==> src/hdl/bfa_pkg.sv <==
// Shared types and constants for the bitmap frame allocator.
`default_nettype none

package bfa_pkg;

   localparam int unsigned REQ_W     = 2;
   localparam int unsigned ADDR_IN_W = 52;
   localparam int unsigned ADDR_W    = 28;
   localparam int unsigned REQ_DATA_W = 104;
   localparam int unsigned RSP_DATA_W = 32;

   localparam logic [REQ_W-1:0] REQ_ALLOC   = 2'd0;
   localparam logic [REQ_W-1:0] REQ_FREE    = 2'd1;
   localparam logic [REQ_W-1:0] REQ_RESERVE = 2'd2;
   localparam logic [REQ_W-1:0] REQ_RELEASE = 2'd3;

   typedef enum logic [2:0] {
      ST_CLEAR,
      ST_IDLE,
      ST_DECODE,
      ST_READ,
      ST_MODIFY,
      ST_RESP
   } state_type;

   typedef enum logic [1:0] {
      WOP_SET,
      WOP_CLEAR,
      WOP_CLAIM
   } word_op_type;

endpackage

`default_nettype wire

==> src/hdl/bfa_word_unit.sv <==
// Shared word unit: range mask, set/clear of a bit range, first-clear-bit claim.
`default_nettype none

module bfa_word_unit #(
   parameter int unsigned LOG_W = 6
) (
   input  wire bfa_pkg::word_op_type     op,
   input  wire logic [LOG_W-1:0]         lo,
   input  wire logic [LOG_W:0]           hi,
   input  wire logic [(1<<LOG_W)-1:0]    rd_data,
   output logic      [(1<<LOG_W)-1:0]    wr_data,
   output logic                          hit,
   output logic      [LOG_W-1:0]         hit_bit
);

   localparam int unsigned MEM_W = 1 << LOG_W;

   logic [MEM_W-1:0] ones;
   logic [MEM_W-1:0] range_mask;
   logic [MEM_W-1:0] cand;
   logic [MEM_W-1:0] claim_bit;

   assign ones       = {MEM_W{1'b1}};
   // bits lo .. hi-1; hi == MEM_W shifts everything out, giving all ones
   assign range_mask = (ones << lo) & ~(ones << hi);
   assign cand       = ~rd_data & range_mask;

   always_comb begin
      hit     = 1'b0;
      hit_bit = '0;
      for (int i = MEM_W - 1; i >= 0; i--) begin
         if (cand[i]) begin
            hit     = 1'b1;
            hit_bit = LOG_W'(i);
         end
      end
   end

   assign claim_bit = hit ? (MEM_W'(1) << hit_bit) : '0;

   always_comb begin
      unique case (op)
         bfa_pkg::WOP_SET:   wr_data = rd_data | range_mask;
         bfa_pkg::WOP_CLEAR: wr_data = rd_data & ~range_mask;
         bfa_pkg::WOP_CLAIM: wr_data = rd_data | claim_bit;
         default:            wr_data = rd_data;
      endcase
   end

endmodule

`default_nettype wire

==> config.mk <==
export PLATFORM = sky130hd
export DESIGN_NAME = bfa_word_unit
export DESIGN_NICKNAME = d
export VERILOG_FILES = /design/src/hdl/bfa_pkg.sv /design/src/hdl/bfa_word_unit.sv
export SDC_FILE = /design/constraint.sdc
export NUM_CORES = 1
export LEC_CHECK = 0
export BUFFER_PORTS_ARGS = -buffer_cell sky130_fd_sc_hd__buf_4
export CAP_MARGIN = 10
export CORE_UTILIZATION = 35
export DETAILED_ROUTE_END_ITERATION = 10
export GPL_ROUTABILITY_DRIVEN = 0
export PLACE_DENSITY = 0.65
export SETUP_SLACK_MARGIN = 0.2
export SLEW_MARGIN = 20
export SYNTH_ARGS = -nofsm -noshare
export SYNTH_HDL_FRONTEND = slang
export SYNTH_SLANG_ARGS = --single-unit
export TNS_END_PERCENT = 50
==> constraint.sdc <==
create_clock -name vclk -period 5.8
set_clock_uncertainty 0.05 [all_clocks]
set_input_delay 0.87 -clock vclk [all_inputs]
set_output_delay 0.87 -clock vclk [all_outputs]
set_load 0.01 [all_outputs]
==> results.toml <==
[power_and_ir_drop]
internal_power_mw = 0.267
ir_drop_v = 0.000108
pwr_density_cell_nw_per_um2 = 122
p_switching_mw = 0.484
power.static_leakage_nw = 2.36
net_switching_share_of_the_total_power_pct = 64.4
pwr-share-seq_pct = 0
power_frac_clock_pct = 0
power.combinational.fraction_pct = 100.0

[grt]
first_global_vias = 6130
grt_total_usage_pct = 29.4
grt_pass1_wl_um = 34500
grt_overflow_total = 0
antenna_found_initial = 0
maximum_number_of_pins_on_one_net_before_global_route_repair = 44

[run]
cap_viol_max_count = 0

[logic_synthesis]
seq_area_frac_synth_pct = 0
synthesis.area_per_instance_um2 = 6.95
synth.lib_cells_used.distinct = 85
syn-num-nets = 801
syn-cell-area_um2 = 5020
yosysWarningCount = 0
syn-instance-count = 722

[setup_path]
critPathKind = "in -> out"
critPathMaxFanout = 30
critPathTopFamily = "simple AND/OR/NAND/NOR gates"
timing.critical_path.buf_inv = 3
cp.arrival_ns = 4.56
critPathSlowestCell = "sky130_fd_sc_hd__nor3_2"
crit_path_max_incr_delay_ns = 0.59
worstPathRequired_ns = 4.88
path_cells = "buf_4 > nor3_2 > a221oi_1 > o2bb2a_1 > nand4b_1 > or4_1 > o22ai_2 > or3b_1 > buf_4 > o41ai_1 > buf_4"
setup_crit_end_kind = "primary output"
critical_path_s_most_frequent_cell = "sky130_fd_sc_hd__buf_4"
startpoint_class_of_the_critical_path = "input pin"

[sta]
finalMaxSlewViolations = 0
finalHoldViolCount = 0
final-setup-viol-count = 0
f_max_mhz = 182
tightest_slew_ns = 0.842
finalWorstPathRequiredPeriod_ns = 5.48
min_period_over_period_pct = 94.6
rsz0062_at_grt = "true"
slew_headroom_pct = 43.9

[floorplanning]
floorplan.rows = 43
die-area_um2 = 14800
initial_core_util_pct = 36.0
core-area_um2 = 13900
die_width_um = 122
floorplan.die.height_um = 122
design.portCount = 150

[route]
drc_errors = 0
post_drt_antenna_nets = 0
wl_per_cell_um = 23.3
detail_route.vias_per_cell = 6.92
dr_total_vias = 6850
wl_um = 23100
dr.first_iter.drc_count = 1007
drt_first_pass_iters = 6

[cells_and_area]
diodes = 0
nClkBuffers = 0
final.fill_count = 1453
drive_gt1_share_pct = 31.6
layout_common_cells = "sky130_fd_sc_hd__buf_4, sky130_fd_sc_hd__nand2_1, sky130_fd_sc_hd__nor2_1, sky130_fd_sc_hd__mux2i_1, sky130_fd_sc_hd__o41ai_1"
multiInputGateArea_um2 = 4560
post-route-util_pct = 44.1
final_net_count = 891
layout.cells.non_filler = 990
layout.cells.most_common = "sky130_fd_sc_hd__buf_4"
layout-area-overhead-vs-synth_pct = 22.6
area.sequential_um2 = 0
seq_cells = 0

[outcome]
outcome = "complete, no violations"

[worst_hold_path]
min-delay-path-class = "in -> out"

[placement]
placement.io_buffers = 150
placedCellCount = 990
detailedPlacementHpwl_um = 17700

[clocking]
ctsHoldBuffers = 0
==> cell type report <==
type | instances | area share (%)
Timing Repair Buffer | 175 | 21.4
Inverter | 15 | 0.915
Multi-Input combinational cell | 620 | 74.1
Tap cell | 180 | 3.66
==> per-stage QoR <==
stage,power (mW),TNS [ns],hold WS [ns],cell area (um^2),worst slack [ns]
2_1_floorplan,0.466,0,1.80,5020,1.08
3_3_place_gp,0.718,-2.38,2.00,6100,-0.188
3_5_place_dp,0.720,0,2.00,6100,0.0371
4_1_cts,0.723,0,2.00,6110,0.256
5_1_grt,0.792,0,2.02,6150,0.158
6_report,0.752,0,1.99,6150,0.315
==> synth_stat cells (5+ instances only) <==
cell type                   instances  share of area (%)
sky130_fd_sc_hd__nand2_1           63                4.7
sky130_fd_sc_hd__nor2_1            57                4.3
sky130_fd_sc_hd__mux2i_1           42                8.4
sky130_fd_sc_hd__o41ai_1           39                6.8
sky130_fd_sc_hd__a21oi_1           37                3.7
sky130_fd_sc_hd__buf_2             34                3.4
sky130_fd_sc_hd__clkbuf_1          33                2.5
sky130_fd_sc_hd__nor3_1            33                3.3
sky130_fd_sc_hd__o41ai_2           27                8.8
sky130_fd_sc_hd__o21ai_0           24                2.4
sky130_fd_sc_hd__or3_1             20                2.5
sky130_fd_sc_hd__a2111oi_0         18                3.1
sky130_fd_sc_hd__or2_2             18                2.2
sky130_fd_sc_hd__a211oi_1          17                2.5
sky130_fd_sc_hd__buf_4             13                1.9
sky130_fd_sc_hd__inv_1             13               0.97
sky130_fd_sc_hd__nand3_1           13                1.3
sky130_fd_sc_hd__and2_1            12                1.5
sky130_fd_sc_hd__a221oi_1          11                1.9
sky130_fd_sc_hd__a21o_1            10                1.5
sky130_fd_sc_hd__nand2b_1           9                1.1
sky130_fd_sc_hd__o21a_1             9                1.3
sky130_fd_sc_hd__a22o_1             8                1.4
sky130_fd_sc_hd__nand4_1            8                1.0
sky130_fd_sc_hd__a22oi_1            7                1.0
sky130_fd_sc_hd__a31oi_1            7               0.87
sky130_fd_sc_hd__buf_6              7                1.6
sky130_fd_sc_hd__o211ai_1           7                1.0
sky130_fd_sc_hd__o21bai_1           7                1.0
sky130_fd_sc_hd__and3_1             6               0.75
sky130_fd_sc_hd__a311oi_1           5               0.87
sky130_fd_sc_hd__nor4_1             5               0.62
==> worst paths after layout <==
kind / slack [ns] / depth (start not counted) / from / endpoint
worst max-delay path: 0.32 / 11 / hi[6] / wr_data[28]
worst min-delay path: 1.99 / 4 / rd_data[36] / wr_data[36]
==> power groups by stage <==
stage / clock, mW / sequential (mW) / combinational (mW)
floorplan: 0 / 0 / 0.466
global placement: 0 / 0 / 0.718
detailed placement: 0 / 0 / 0.720
CTS: 0 / 0 / 0.723
global route: 0 / 0 / 0.792
finish: 0 / 0 / 0.752
==> repair_timing <==
action | in CTS | in global routing
gates resized for setup | 1 | 8
endpoints found under the setup margin | 14 | 43
setup buffers | 0 | 0
==> cell families (layout without fill, tap and decap cells) <==
logic type	Yosys count	count (layout)	share of synthesized area, %
AND/OR/NAND/NOR	272	272	28.8
buffers and inverters	102	190	10.5
AO/OA/AOI/OAI	306	306	52.4
multiplexers	42	42	8.38
==> routing by layer <==
metal | track usage, % | vias to the layer above | routed length, um
li1 | - | 3096 | -
met4 | 8.64 | 0 | 801
met2 | 47.3 | 444 | 10400
met5 | 0 | - | 0
met1 | 40.6 | 3242 | 9530
met3 | 3.65 | 68 | 2390
No activity file was read; power rests on OpenSTA's default activity.
